File: src/hw/rtl/dabf0_pkg.sv
// ----------------------------------------------------------------------------
// FIG 0 record parser package
// Shared types and constants for the FIG type 0 record parser.
// ----------------------------------------------------------------------------
package dabf0_pkg;

  localparam int unsigned ServiceSlots = 32;
  localparam int unsigned SlotIdxW     = (ServiceSlots > 1) ? $clog2(ServiceSlots) : 1;
  localparam int unsigned SlotCntW     = $clog2(ServiceSlots + 1);
  localparam int unsigned SrefW        = 20;

  localparam logic [4:0] ExtSubch   = 5'd1;
  localparam logic [4:0] ExtService = 5'd2;
  localparam logic [4:0] ExtTime    = 5'd10;

  typedef enum logic [1:0] {
    KIND_SUBCH   = 2'd0,
    KIND_SERVICE = 2'd1,
    KIND_COMP    = 2'd2,
    KIND_TIME    = 2'd3
  } kind_e;

  typedef struct packed {
    logic [7:0] data_byte;
    logic       first_of_fig;
    logic       last_of_fig;
  } in_item_t;

  typedef struct packed {
    logic [1:0]  record_kind;
    logic [31:0] ident;
    logic        long_form;
    logic [2:0]  mode_code;
    logic [5:0]  level_or_type;
    logic [9:0]  start_or_ecc;
    logic [9:0]  size_or_index;
    logic        flag_primary;
    logic        flag_ca;
  } out_item_t;

  // job handed from front to back: a plain result or a service candidate
  typedef struct packed {
    logic             is_service;   // 0: plain result, 1: needs table lookup
    logic [SrefW-1:0] sref;
    logic [3:0]       comp_count;
    out_item_t        res;
  } job_t;

endpackage

File: src/hw/rtl/dab_fig0_record_parser.sv
// ----------------------------------------------------------------------------
// FIG 0 record parser
// Decodes sub-channel, service/component and UTC time records of FIG type 0.
// ----------------------------------------------------------------------------
// Usage:
//   Input queue: drive one FIG byte with its first/last marks and push;
//   the item is taken when full is low. Results appear as a queue: while
//   empty is low the oldest record sits on record_o; pop takes it.
//   A completed record is written to the job queue and moves on to the
//   output register once that register is free.
//   A service record runs a search of the reference table, one stored entry
//   per cycle through the table RAM read port, over every stored service
//   (at most ServiceSlots). The input stays full during that search, since
//   the outcome decides whether the following components are dropped.
//   Other bytes go at one per cycle while the job queue has room.
//   When the receiver stalls, results pile into the two-entry job queue and
//   the output register; full then rises and holds the input.
//   Reset clears the sub-channel map, the table fill count and all control
//   state; the table RAM needs no clearing since only filled slots are read.
// ----------------------------------------------------------------------------
module dab_fig0_record_parser (
  input  logic                 clk_i,
  input  logic                 rst_ni,
  input  logic                 push,
  input  dabf0_pkg::in_item_t  item_i,
  output logic                 full,
  output logic                 empty,
  input  logic                 pop,
  output dabf0_pkg::out_item_t record_o
);
  import dabf0_pkg::*;

  logic jv, qready, qvalid, qtake, done, dup;
  job_t jin, jout;

  dabf0_front u_front (
    .clk_i       (clk_i),
    .rst_ni      (rst_ni),
    .push_i      (push),
    .in_i        (item_i),
    .full_o      (full),
    .job_valid_o (jv),
    .job_o       (jin),
    .job_ready_i (qready),
    .svc_done_i  (done),
    .svc_dup_i   (dup)
  );

  dabf0_fifo u_fifo (
    .clk_i   (clk_i),
    .rst_ni  (rst_ni),
    .wr_i    (jv),
    .wdata_i (jin),
    .ready_o (qready),
    .valid_o (qvalid),
    .rdata_o (jout),
    .rd_i    (qtake)
  );

  dabf0_back u_back (
    .clk_i       (clk_i),
    .rst_ni      (rst_ni),
    .job_valid_i (qvalid),
    .job_i       (jout),
    .job_take_o  (qtake),
    .svc_done_o  (done),
    .svc_dup_o   (dup),
    .empty_o     (empty),
    .res_o       (record_o),
    .pop_i       (pop)
  );

`ifndef ASSERT_OFF
  a_take_valid: assert property (@(posedge clk_i) disable iff (!rst_ni)
    qtake |-> qvalid) else $error("job taken from empty queue");
  a_no_overflow: assert property (@(posedge clk_i) disable iff (!rst_ni)
    jv |-> qready) else $error("job queue overflow");
  a_done_service: assert property (@(posedge clk_i) disable iff (!rst_ni)
    done |-> (qtake && jout.is_service)) else $error("lookup done without service");
`endif
endmodule

File: src/hw/rtl/dabf0_ram.sv
// ----------------------------------------------------------------------------
// Generic RAM
// Single write port, single read port, registered read data.
// ----------------------------------------------------------------------------
module dabf0_ram #(
  parameter int unsigned Width = 8,
  parameter int unsigned Depth = 16
) (
  input  logic                     clk_i,
  input  logic                     we_i,
  input  logic [$clog2(Depth)-1:0] waddr_i,
  input  logic [Width-1:0]         wdata_i,
  input  logic [$clog2(Depth)-1:0] raddr_i,
  output logic [Width-1:0]         rdata_o
);
  logic [Width-1:0] mem_q [Depth];

  always_ff @(posedge clk_i) begin
    if (we_i) begin
      mem_q[waddr_i] <= wdata_i;
    end
    rdata_o <= mem_q[raddr_i];
  end
endmodule

File: src/hw/rtl/dabf0_front.sv
// ----------------------------------------------------------------------------
// FIG 0 front end
// Assembles record bytes, decodes fields and issues jobs to the back end.
// The front end waits while a service lookup is pending, since the dedup
// outcome decides whether the following component entries are skipped.
// ----------------------------------------------------------------------------
module dabf0_front (
  input  logic                clk_i,
  input  logic                rst_ni,
  input  logic                push_i,
  input  dabf0_pkg::in_item_t in_i,
  output logic                full_o,
  output logic                job_valid_o,
  output dabf0_pkg::job_t     job_o,
  input  logic                job_ready_i,
  input  logic                svc_done_i,
  input  logic                svc_dup_i
);
  import dabf0_pkg::*;

  logic [4:0]  ext_q, ext_d;
  logic        lid_q, lid_d;
  logic [2:0]  pos_q, pos_d;
  logic [7:0]  rb_q [6];
  logic        inc_q, inc_d;
  logic [3:0]  left_q, left_d;
  logic        skip_q, skip_d;
  logic [63:0] seen_q, seen_d;
  logic        wait_q, wait_d;
  logic        jv;
  job_t        job;

  logic [7:0] b;
  logic [7:0] r0, r1, r2, r3, r4, r5;
  logic [5:0] sid_id;
  logic [19:0] sref;
  logic [7:0] info;
  logic       fire;

  assign b      = in_i.data_byte;
  assign fire   = push_i && !full_o;
  assign full_o = wait_q || !job_ready_i;

  // current record view with the incoming byte merged at pos_q
  always_comb begin
    r0 = (pos_q == 3'd0) ? b : rb_q[0];
    r1 = (pos_q == 3'd1) ? b : rb_q[1];
    r2 = (pos_q == 3'd2) ? b : rb_q[2];
    r3 = (pos_q == 3'd3) ? b : rb_q[3];
    r4 = (pos_q == 3'd4) ? b : rb_q[4];
    r5 = (pos_q == 3'd5) ? b : rb_q[5];
  end

  assign sid_id = r0[7:2];

  always_comb begin
    ext_d  = ext_q;
    lid_d  = lid_q;
    pos_d  = pos_q;
    inc_d  = inc_q;
    left_d = left_q;
    skip_d = skip_q;
    seen_d = seen_q;
    wait_d = wait_q;
    jv     = 1'b0;
    job    = '0;
    sref   = '0;
    info   = '0;
    if (wait_q && svc_done_i) begin
      wait_d = 1'b0;
      skip_d = svc_dup_i && inc_q;
    end
    if (fire) begin
      if (in_i.first_of_fig) begin
        ext_d  = b[4:0];
        lid_d  = b[5];
        pos_d  = '0;
        inc_d  = 1'b0;
        left_d = '0;
        skip_d = 1'b0;
      end else if (ext_q == ExtSubch) begin
        pos_d = pos_q + 3'd1;
        if ((pos_q == 3'd2 && !r2[7]) || pos_q == 3'd3) begin
          pos_d = '0;
          if (!seen_q[sid_id]) begin
            seen_d[sid_id]         = 1'b1;
            jv                     = 1'b1;
            job.res.record_kind    = KIND_SUBCH;
            job.res.ident          = {26'd0, sid_id};
            job.res.start_or_ecc   = {r0[1:0], r1};
            if (r2[7]) begin
              job.res.long_form     = 1'b1;
              job.res.mode_code     = r2[6:4];
              job.res.level_or_type = {4'd0, r2[3:2]};
              job.res.size_or_index = {r2[1:0], r3};
            end else begin
              job.res.size_or_index = {4'd0, r2[5:0]};
              job.res.flag_primary  = r2[6];
            end
          end
        end
      end else if (ext_q == ExtService) begin
        pos_d = pos_q + 3'd1;
        if (inc_q) begin
          if (pos_q == 3'd1) begin
            pos_d  = '0;
            left_d = left_q - 4'd1;
            if (left_d == 4'd0) begin
              inc_d  = 1'b0;
              skip_d = 1'b0;
            end
            if (!skip_q) begin
              jv                   = 1'b1;
              job.res.record_kind  = KIND_COMP;
              job.res.mode_code    = {1'b0, r0[7:6]};
              job.res.flag_primary = r1[1];
              job.res.flag_ca      = r1[0];
              if (r0[7:6] == 2'd3) begin
                job.res.ident = {20'd0, r0[5:0], r1[7:2]};
              end else begin
                job.res.ident         = {26'd0, r1[7:2]};
                job.res.level_or_type = r0[5:0];
              end
            end
          end
        end else if ((lid_q && pos_q == 3'd4) || (!lid_q && pos_q == 3'd2)) begin
          pos_d = '0;
          jv    = 1'b1;
          job.is_service = 1'b1;
          if (lid_q) begin
            info                 = r4;
            sref                 = {r1[3:0], r2, r3};
            job.res.ident        = {r0, r1, r2, r3};
            job.res.start_or_ecc = {2'd0, r0};
            job.res.level_or_type = {2'd0, r1[7:4]};
          end else begin
            info                 = r2;
            sref                 = {8'd0, r0[3:0], r1};
            job.res.ident        = {16'd0, r0, r1};
            job.res.level_or_type = {2'd0, r0[7:4]};
          end
          job.sref              = sref;
          job.comp_count        = info[3:0];
          job.res.record_kind   = KIND_SERVICE;
          job.res.long_form     = lid_q;
          job.res.mode_code     = info[6:4];
          job.res.size_or_index = {6'd0, info[3:0]};
          job.res.flag_primary  = info[7];
          left_d = info[3:0];
          inc_d  = info[3:0] != 4'd0;
          skip_d = 1'b0;
          wait_d = 1'b1;
        end
      end else if (ext_q == ExtTime) begin
        if (pos_q < 3'd6) begin
          pos_d = pos_q + 3'd1;
          if ((pos_q == 3'd3 && !r2[3]) || pos_q == 3'd5) begin
            pos_d = 3'd7;
            jv    = 1'b1;
            job.res.record_kind   = KIND_TIME;
            job.res.ident         = {27'd0, r2[2:0], r3[7:6]};
            job.res.long_form     = r2[3];
            job.res.level_or_type = r3[5:0];
            if (r2[3]) begin
              job.res.start_or_ecc  = {r4[1:0], r5};
              job.res.size_or_index = {4'd0, r4[7:2]};
            end
          end
        end
      end
      if (in_i.last_of_fig) begin
        pos_d  = '0;
        inc_d  = 1'b0;
        left_d = '0;
        skip_d = 1'b0;
        ext_d  = '0;
      end
    end
  end

  always_ff @(posedge clk_i or negedge rst_ni) begin
    if (!rst_ni) begin
      ext_q  <= '0;
      lid_q  <= 1'b0;
      pos_q  <= '0;
      inc_q  <= 1'b0;
      left_q <= '0;
      skip_q <= 1'b0;
      seen_q <= '0;
      wait_q <= 1'b0;
    end else begin
      ext_q  <= ext_d;
      lid_q  <= lid_d;
      pos_q  <= pos_d;
      inc_q  <= inc_d;
      left_q <= left_d;
      skip_q <= skip_d;
      seen_q <= seen_d;
      wait_q <= wait_d;
    end
  end

  always_ff @(posedge clk_i) begin
    if (fire && !in_i.first_of_fig && pos_q < 3'd6) begin
      rb_q[pos_q] <= b;
    end
  end

  assign job_valid_o = jv;
  assign job_o       = job;
endmodule

File: src/hw/rtl/dabf0_fifo.sv
// ----------------------------------------------------------------------------
// FIG 0 job queue
// Two-entry queue between front and back end.
// ----------------------------------------------------------------------------
module dabf0_fifo (
  input  logic            clk_i,
  input  logic            rst_ni,
  input  logic            wr_i,
  input  dabf0_pkg::job_t wdata_i,
  output logic            ready_o,
  output logic            valid_o,
  output dabf0_pkg::job_t rdata_o,
  input  logic            rd_i
);
  import dabf0_pkg::*;

  job_t       slot_q [2];
  logic       wp_q, rp_q;
  logic [1:0] cnt_q;

  assign ready_o = cnt_q != 2'd2;
  assign valid_o = cnt_q != 2'd0;
  assign rdata_o = slot_q[rp_q];

  always_ff @(posedge clk_i or negedge rst_ni) begin
    if (!rst_ni) begin
      wp_q  <= 1'b0;
      rp_q  <= 1'b0;
      cnt_q <= '0;
    end else begin
      if (wr_i) begin
        wp_q <= ~wp_q;
      end
      if (rd_i) begin
        rp_q <= ~rp_q;
      end
      cnt_q <= cnt_q + {1'b0, wr_i} - {1'b0, rd_i};
    end
  end

  always_ff @(posedge clk_i) begin
    if (wr_i) begin
      slot_q[wp_q] <= wdata_i;
    end
  end
endmodule

File: src/hw/rtl/dabf0_back.sv
// ----------------------------------------------------------------------------
// FIG 0 back end
// Runs the service reference search over the table RAM and drives the
// output register.
// ----------------------------------------------------------------------------
module dabf0_back (
  input  logic                 clk_i,
  input  logic                 rst_ni,
  input  logic                 job_valid_i,
  input  dabf0_pkg::job_t      job_i,
  output logic                 job_take_o,
  output logic                 svc_done_o,
  output logic                 svc_dup_o,
  output logic                 empty_o,
  output dabf0_pkg::out_item_t res_o,
  input  logic                 pop_i
);
  import dabf0_pkg::*;

  localparam logic [1:0] StIdle = 2'd0;
  localparam logic [1:0] StScan = 2'd1;
  localparam logic [1:0] StEnd  = 2'd2;

  logic [1:0]          st_q, st_d;
  logic [SlotCntW-1:0] cnt_q, cnt_d;
  logic [SlotCntW-1:0] idx_q, idx_d;
  logic                dup_q, dup_d;
  logic                rvld_q, rvld_d;
  logic                ov_q, ov_d;
  out_item_t           res_q, res_d;
  logic                we;
  logic [SrefW-1:0]    rdata;
  logic [SlotIdxW-1:0] raddr;
  logic                ok_out;

  // read slot 0 while idle so the scan starts at the first entry
  assign raddr = (st_q == StIdle) ? '0 : idx_q[SlotIdxW-1:0];

  dabf0_ram #(.Width(SrefW), .Depth(ServiceSlots)) u_tab (
    .clk_i   (clk_i),
    .we_i    (we),
    .waddr_i (cnt_q[SlotIdxW-1:0]),
    .wdata_i (job_i.sref),
    .raddr_i (raddr),
    .rdata_o (rdata)
  );

  assign ok_out  = !ov_q || pop_i;
  assign empty_o = !ov_q;
  assign res_o   = res_q;

  always_comb begin
    st_d       = st_q;
    cnt_d      = cnt_q;
    idx_d      = idx_q;
    dup_d      = dup_q;
    rvld_d     = 1'b0;
    ov_d       = ov_q && !pop_i;
    res_d      = res_q;
    job_take_o = 1'b0;
    svc_done_o = 1'b0;
    svc_dup_o  = 1'b0;
    we         = 1'b0;
    unique case (st_q)
      StIdle: begin
        if (job_valid_i) begin
          if (!job_i.is_service) begin
            if (ok_out) begin
              job_take_o = 1'b1;
              ov_d       = 1'b1;
              res_d      = job_i.res;
            end
          end else begin
            dup_d = 1'b0;
            idx_d = '0;
            st_d  = StScan;
            // issue first read when table holds anything
            rvld_d = cnt_q != '0;
            if (cnt_q != '0) begin
              idx_d = {{(SlotCntW-1){1'b0}}, 1'b1};
            end else begin
              st_d = StEnd;
            end
          end
        end
      end
      StScan: begin
        // one stored reference compared per cycle
        if (rvld_q && rdata == job_i.sref) begin
          dup_d = 1'b1;
        end
        if (idx_q < cnt_q) begin
          rvld_d = 1'b1;
          idx_d  = idx_q + 1'b1;
        end else begin
          st_d = StEnd;
        end
      end
      StEnd: begin
        if (dup_q) begin
          job_take_o = 1'b1;
          svc_done_o = 1'b1;
          svc_dup_o  = 1'b1;
          st_d       = StIdle;
        end else if (ok_out) begin
          job_take_o = 1'b1;
          svc_done_o = 1'b1;
          ov_d       = 1'b1;
          res_d      = job_i.res;
          st_d       = StIdle;
          if (cnt_q < SlotCntW'(ServiceSlots)) begin
            we    = 1'b1;
            cnt_d = cnt_q + 1'b1;
          end
        end
      end
      default: st_d = StIdle;
    endcase
  end

  always_ff @(posedge clk_i or negedge rst_ni) begin
    if (!rst_ni) begin
      st_q   <= StIdle;
      cnt_q  <= '0;
      idx_q  <= '0;
      dup_q  <= 1'b0;
      rvld_q <= 1'b0;
      ov_q   <= 1'b0;
    end else begin
      st_q   <= st_d;
      cnt_q  <= cnt_d;
      idx_q  <= idx_d;
      dup_q  <= dup_d;
      rvld_q <= rvld_d;
      ov_q   <= ov_d;
    end
  end

  always_ff @(posedge clk_i) begin
    res_q <= res_d;
  end
endmodule
File: config.mk
export PLATFORM = sky130hd
export DESIGN_NAME = dab_fig0_record_parser
export DESIGN_NICKNAME = d
export VERILOG_FILES = /design/src/hw/rtl/dabf0_pkg.sv /design/src/hw/rtl/dab_fig0_record_parser.sv /design/src/hw/rtl/dabf0_ram.sv /design/src/hw/rtl/dabf0_front.sv /design/src/hw/rtl/dabf0_fifo.sv /design/src/hw/rtl/dabf0_back.sv
export SDC_FILE = /design/constraint.sdc
export NUM_CORES = 1
export LEC_CHECK = 0
export BUFFER_PORTS_ARGS = -buffer_cell sky130_fd_sc_hd__buf_2
export CAP_MARGIN = 20
export CORE_ASPECT_RATIO = 1.4
export CORE_UTILIZATION = 45
export DETAILED_ROUTE_END_ITERATION = 7
export SLEW_MARGIN = 10
export SYNTH_ARGS = -nofsm -noshare
export SYNTH_HDL_FRONTEND = slang
export SYNTH_SLANG_ARGS = --single-unit
File: constraint.sdc
create_clock -name clk_i -period 19.96 [get_ports clk_i]
set_input_delay 2.994 -clock clk_i [delete_from_list [all_inputs] [get_ports clk_i]]
set_output_delay 2.994 -clock clk_i [all_outputs]
set_load 0.02 [all_outputs]
==> impl_metrics.tcl, run 1 <==
set metrics [dict create \
    outcome "completed" \
    synth_top_family_by_area "multiplexers" \
    numCtsBuffers 98 \
    cpMaxStageDelayCell "buf_4" \
    antenna_left 0 \
    hold_buffers 0 \
    start_util_pct 45.7 \
    fin_worst_hold_slack_ps 462 \
    syn-num-nets 2473 \
    dr.pass1.iters 6 \
    startpoint_type "primary input" \
    x_dimension_of_the_die_um 259 \
    post-route-min-period_ps 6760 \
    setup_tns_ps 0 \
    number_of_design_rule_violations_left_after_detail_routing 0 \
    drt_wl_total_mm 104 \
    synth_sequential_area_ratio_pct 73.2 \
    h-tree-depth 3 \
    report.final.setup_viol 0 \
    finalCritPeriodShare_pct 33.9 \
    cts.sink_count 1041 \
    synth_edf_count 920 \
    synth-compound-area-share_pct 8.71 \
    async_reset_ff_share_pct 9.70 \
    io_buffer_count 81 \
    multiplexer_area_fraction_after_synthesis_pct 11.1 \
    worstSetupPathType "primary input to register" \
    grt_antenna_before_repair 1 \
    ys.warnings.count 0 \
    power_mw 6.21 \
    drt-initial-drc-count 2103 \
    timing_worst_slew_pin_value_ps 1060 \
    critPathRequiredTime_ps 20270 \
    rsz_0062_raised_after_global_routing "no" \
    dieHeight_um 362 \
    synth.cell_area_um2 41800 \
    path_delay_family "compound AO/OA/AOI/OAI gates" \
    timing.critical_path.buf_inv 2 \
    power_density_nw_per_um2 132 \
    cts_tree "done" \
    timing.final.max_slew_violations 0 \
    area_growth_pct 12.7 \
    netlist_instances 2440 \
    hold_violations 0 \
    gr-usage-all-layers_pct 22.5 \
    headroom_to_the_max_slew_limit_pct 28.4 \
    syn-mean-instance-area_um2 17.1 \
    gp_routability_congestion 0.966 \
    drive_gt1_share_pct 25.4 \
    post_drt_wl_per_cell_um 27.4 \
    timing.hold.worst.class "register to register" \
    fin_skew_ps 58.0 \
    synth_xor_area_share_pct 0.545 \
    cp_cell_sequence "buf_2, nor4bb_1, o2bb2ai_1, a22oi_1, o221ai_1, a2111oi_2, nand4_1, o21ba_2, nor2b_4, buf_4" \
    root_buffer "clkbuf_16" \
    worst_skew_pair_latency_ps 700 \
    core.rowCount 131 \
    floorplan.die_area_um2 94100 \
    synth-main-ff-cell "edfxtp_1" \
    buffer_count_from_post_cts_setup_fixing 0 \
    io_pins 82 \
    core_area_um2 91500 \
    grt_max_degree 89 \
    max_freq_mhz 148 \
    number_of_resized_instances_in_the_post_cts_repair_step 0 \
    crit_path_max_fanout 60 \
    finalCoreUtilization_pct 51.5 \
    clk_pin_slew_worst_paths_ps 70 \
    nNetsFinal 2564 \
    max-cap-violations 0 \
    leakage_nw 16.2 \
    cts_buffer_depth 3 \
    total_half_perimeter_wirelength_after_legalization_and_detailed_placement_mm 65.8 \
    first_global_vias 23700 \
    crit_path_end_kind "register" \
    post_drt_via_cell_ratio 5.97 \
    post_synth_and_or_nand_nor_area_fraction_pct 4.03 \
    max-vdd-ir-drop_mv 0.0820 \
    worstPathArrival_ps 7070 \
    postSynthRegisterBits 1041 \
    globalRouteOverflowTotal 0 \
    synth-adder-area-share_pct 0.569 \
    vias 22800 \
    grt_first_pass_wirelength_mm 155 \
    post_synth_num_cell_types 80 \
    worst_path_largest_cell_delay_ps 780 \
]
-- area by class of cell --
type,count,area [um^2]
diodes,1,2.50
clock buffers,116,2550
clock inverters,68,810
fillers,7418,44400
inverters,27,101
multi-input cells,1210,10600
flip-flops and latches,1041,30600
well taps,1197,1500
repair buffers,153,968
-- where the power goes --
group	internal (mW)	leakage (nW)	total (mW)	switching (mW)
registers	2.63	10.1	2.72	0.0892
logic	0.599	4.46	1.57	0.974
clock network	1.09	1.61	1.92	0.823
total	4.32	16.2	6.21	1.89
-- layer usage --
metal	track usage, %	part of all wire [%]
met1	26.7	38
met2	40.8	54
met5	0	0.011
met3	2.82	4.1
met4	9.18	3.6
-- per-stage QoR --
step	cells	area [um^2]	setup slack, ps
detailed placement	3627	43700	12490
finish	3813	47100	13200
global route	3812	47100	12940
global placement	3627	43700	12540
floorplan	2440	41800	10940
CTS	3811	47000	13250
-- registers in the layout, summed over array words and instances (netlist names), 3 cells and up --
name                  cells
u_back.idx_q              6
u_front.seen_q           64
u_back.u_tab.rdata_o     20
u_back.res_o             66
u_back.cnt_q              6
u_front.left_q            4
u_fifo.slot_q           166
u_front.pos_q             3
u_front.ext_q             5
u_back.u_tab.mem_q      640
u_front.rb_q             48
-- worst reg2reg max path, stage by stage (launching register included) --
cell,delay (ps)
dfrtp_1,490
inv_1,170
ha_1,580
nand2b_1,520
buf_4,370
mux2i_1,320
and3_1,470
a32o_1,360
a2111oi_2,320
nand4_1,320
o21ba_2,370
nor2b_4,650
buf_4,810
-- cells by family (layout without fill, tap and decap cells) --
group / Yosys count / after routing
adder cells (fa/ha/maj): 19 / 19
AO/OA/AOI/OAI: 525 / 525
AND/OR/NAND/NOR: 343 / 343
flip-flops: 1041 / 1041
multiplexers: 297 / 297
buffers and inverters: 189 / 364
XOR/XNOR: 26 / 26
other: 0 / 1
-- cells in the mapped netlist, types with 5 or more instances --
master	number	area share, %
a211oi_1	19	0.34
a21o_1	15	0.27
a21oi_1	48	0.58
a221o_1	6	0.14
a22o_1	9	0.19
a22oi_1	16	0.29
a31o_2	57	1.2
a31oi_1	5	0.075
and2_1	10	0.15
and3_1	7	0.10
buf_1	30	0.27
buf_2	16	0.19
clkbuf_1	108	0.97
dfrtp_1	101	6.1
dfxtp_1	20	0.96
edfxtp_1	920	66
ha_1	19	0.57
inv_1	26	0.23
mux2_2	119	3.2
mux2i_1	51	1.2
mux4_2	120	6.5
nand2_1	72	0.65
nand2b_1	20	0.30
nand3_1	22	0.26
nand3b_1	5	0.090
nand4b_1	5	0.10
nor2_1	133	1.2
nor2b_1	9	0.13
nor3_1	14	0.17
nor3_2	5	0.12
nor4_1	9	0.13
o21ai_0	122	1.5
o221ai_1	83	1.7
o22ai_1	91	1.4
o31ai_1	15	0.27
xnor2_1	15	0.31
xor2_1	11	0.23
-- path summary, 6_finish.rpt --
path                                              to  depth (start not counted)  slack (ps)               start
worst min register to register    u_front.seen_q[12]                          1         460  u_front.seen_q[12]
worst min-delay path              u_front.seen_q[12]                          1         460  u_front.seen_q[12]
max in group asynchronous            u_back.idx_q[0]                          2       16330              rst_ni
worst max register to register  u_fifo.slot_q[1][81]                         12       13820    u_front.pos_q[1]
worst max-delay path            u_fifo.slot_q[1][81]                         10       13200           item_i[4]
min in group asynchronous          u_front.seen_q[8]                          1        2250              rst_ni
-- cell usage in the layout, fill, tap and decap left out, types with 50 or more instances in the layout --
master,instances
a31o_2,57
nor2_1,99
buf_4,72
o21ai_0,122
nand2_1,68
mux2_2,119
o221ai_1,83
o22ai_1,91
edfxtp_1,920
dfrtp_1,99
buf_2,80
clkbuf_16,98
mux4_2,120
mux2i_1,50
Note: power is estimated with default switching activity, not from simulation.
==> run 2: changes to the inputs <==
==> constraint.sdc (replaced) <==
create_clock -name clk_i -period 7.09 [get_ports clk_i]
set_input_delay 1.0635 -clock clk_i [delete_from_list [all_inputs] [get_ports clk_i]]
set_output_delay 1.0635 -clock clk_i [all_outputs]
set_load 0.02 [all_outputs]
==> run 2 against run 1 <==
Worst setup slack lost 11000 ps. Die area unchanged. Via count is 0.32% higher. Total power rose to 2.8 times the previous value.
==> impl_metrics.tcl, run 2 (synthesis gave the netlist of run 1 again) <==
set metrics [dict create \
    worstSetupPathType "register to register" \
    number_of_resized_instances_in_the_post_cts_repair_step 0 \
    grt_max_degree 149 \
    max_reg_flops 640 \
    root_buffer "clkbuf_16" \
    outcome "completed" \
    critPathRequiredTime_ps 7700 \
    groute.layer.met1.usage_pct 26.9 \
    finalCritPeriodShare_pct 71.6 \
    crit_path_max_fanout 38 \
    layout.cells.most_common_list "920 x edfxtp_1, 122 x o21ai_0, 120 x mux4_2" \
    p_int_mw 12.1 \
    timing.reg2reg.setup_slack_ps 2020 \
    crit_path_frequent_cell "buf_4" \
    grt_antenna_before_repair 2 \
    total_half_perimeter_wirelength_after_legalization_and_detailed_placement_mm 64.5 \
    vias 22800 \
    antenna_left 0 \
    gp_routability_congestion 0.925 \
    x_dimension_of_the_die_um 259 \
    globalRouteOverflowTotal 0 \
    sequential_power_share_pct 44.2 \
    crit_path_end_kind "register" \
    registers.top_by_ff_count "u_back.u_tab.mem_q" \
    hold_buffers 0 \
    reg2reg_from "u_front.pos_q[0]" \
    cts.sink_count 1041 \
    clk_pin_slew_worst_paths_ps 70 \
    reg2reg_depth 11 \
    core_area_um2 91500 \
    critical_path_endpoint "u_front.seen_q[7]" \
    gr-usage-met3_pct 3.01 \
    worst_skew_pair_latency_ps 680 \
    cts_tree "done" \
    cts_buffer_depth 3 \
    worstPathArrival_ps 5680 \
    drt-initial-drc-count 1878 \
    cp_cell_sequence "inv_1, ha_1, nand2b_1, buf_4, mux2i_2, o221ai_1, a2111oi_2, nand4_1, nor2_4, buf_4, a31o_2" \
    number_of_design_rule_violations_left_after_detail_routing 0 \
    proportion_of_power_drawn_by_combinational_gates_pct 25.5 \
    power.switching_fraction_pct 30.5 \
    power.clock.fraction_pct 30.3 \
    timing.hold.worst.class "primary input to async pin" \
    start_util_pct 45.7 \
    max_freq_mhz 197 \
    core.rowCount 131 \
    io_buffer_count 81 \
    h-tree-depth 3 \
    dieHeight_um 362 \
    fin_worst_hold_slack_ps 379 \
    io_pins 82 \
    report.final.setup_viol 0 \
    grt_first_pass_wirelength_mm 155 \
    path_delay_family "simple AND/OR/NAND/NOR gates" \
    setup_tns_ps 0 \
    buffer_count_from_post_cts_setup_fixing 0 \
    layout.cells.most_common "edfxtp_1" \
    fillCellCount 7450 \
    globalRoute.busiestLayer "met2" \
    diode_count 0 \
    dr.pass1.iters 5 \
    area_growth_pct 12.5 \
    drive_gt1_share_pct 25.2 \
    startpoint_type "register" \
    post_drt_via_cell_ratio 5.99 \
    worst_path_largest_cell_delay_ps 760 \
    rsz_0062_raised_after_global_routing "no" \
    timing.critical_path.from "u_front.pos_q[0]" \
    post-route-min-period_ps 5070 \
    cpMaxStageDelayCell "mux2i_2" \
    timing.final.max_slew_violations 0 \
    grt_util_met2_pct 40.3 \
    power_density_nw_per_um2 369 \
    post_drt_wl_per_cell_um 27.2 \
    nNetsFinal 2566 \
    max-vdd-ir-drop_mv 0.357 \
    drt_wl_total_mm 104 \
    leakage_nw 16.2 \
    hold_violations 0 \
    numCtsBuffers 99 \
    timing_worst_slew_pin_value_ps 1150 \
    r2r_path_end "u_front.seen_q[7]" \
    switching_power_mw 5.28 \
    worstSetupPathDepth 11 \
    floorplan.die_area_um2 94100 \
    gr-usage-all-layers_pct 22.4 \
    first_global_vias 23700 \
    fin_skew_ps 33.8 \
    headroom_to_the_max_slew_limit_pct 23.5 \
    max-cap-violations 0 \
    timing.critical_path.buf_inv 3 \
]
-- run 2: worst min path at each step --
| stage | slack [ps] | from | to | depth (start not counted) |
|---|---|---|---|---|
| 2_1_floorplan | 430 | u_front.seen_q[38] | u_front.seen_q[38] | 2 |
| 3_3_place_gp | 450 | u_front.seen_q[46] | u_front.seen_q[46] | 1 |
| 3_5_place_dp | 450 | u_front.seen_q[11] | u_front.seen_q[11] | 1 |
| 4_1_cts | 360 | rst_ni | u_front.seen_q[44] | 1 |
| 5_1_grt | 410 | rst_ni | u_front.seen_q[28] | 1 |
| 6_report | 380 | rst_ni | u_front.seen_q[28] | 1 |
-- run 2: cell type report --
type                       count  area (um^2)  share of cell area [%]
sequential                  1041        30600                    65.0
multi-input combinational   1210        10600                    22.5
clock buffer                 131         2710                    5.76
tap                         1197         1500                    3.19
timing repair buffer         154         1030                    2.20
clock inverter                55          520                    1.11
inverter                      27          101                   0.216
-- run 2: per-layer routing --
layer,wire (um),up-vias
li1,-,10100
met1,39500,11900
met2,56000,635
met3,4220,201
met4,4000,2
met5,8,-
-- run 2: through the flow --
| step | instances | power, mW | worst slack [ps] | util, % | instance area (um^2) |
|---|---|---|---|---|---|
| after floorplan | 2440 | 10.9 | 3.57 | - | 41800 |
| after global placement | 3627 | 12.2 | 1800 | 47.8 | 43700 |
| after detailed placement | 3628 | 12.3 | 2090 | 47.8 | 43700 |
| after CTS | 3814 | 17.5 | 2090 | 51.4 | 47000 |
| after global routing | 3815 | 18.1 | 1710 | 51.4 | 47000 |
| final | 3815 | 17.3 | 2020 | 51.4 | 47000 |
-- run 2: power groups by stage --
stage	logic, mW	registers [mW]	clock network (mW)
2_1_floorplan	3.02	7.86	0
3_3_place_gp	4.38	7.80	0
3_5_place_dp	4.45	7.80	0
4_1_cts	4.47	7.68	5.37
5_1_grt	4.77	7.72	5.60
6_report	4.42	7.68	5.25
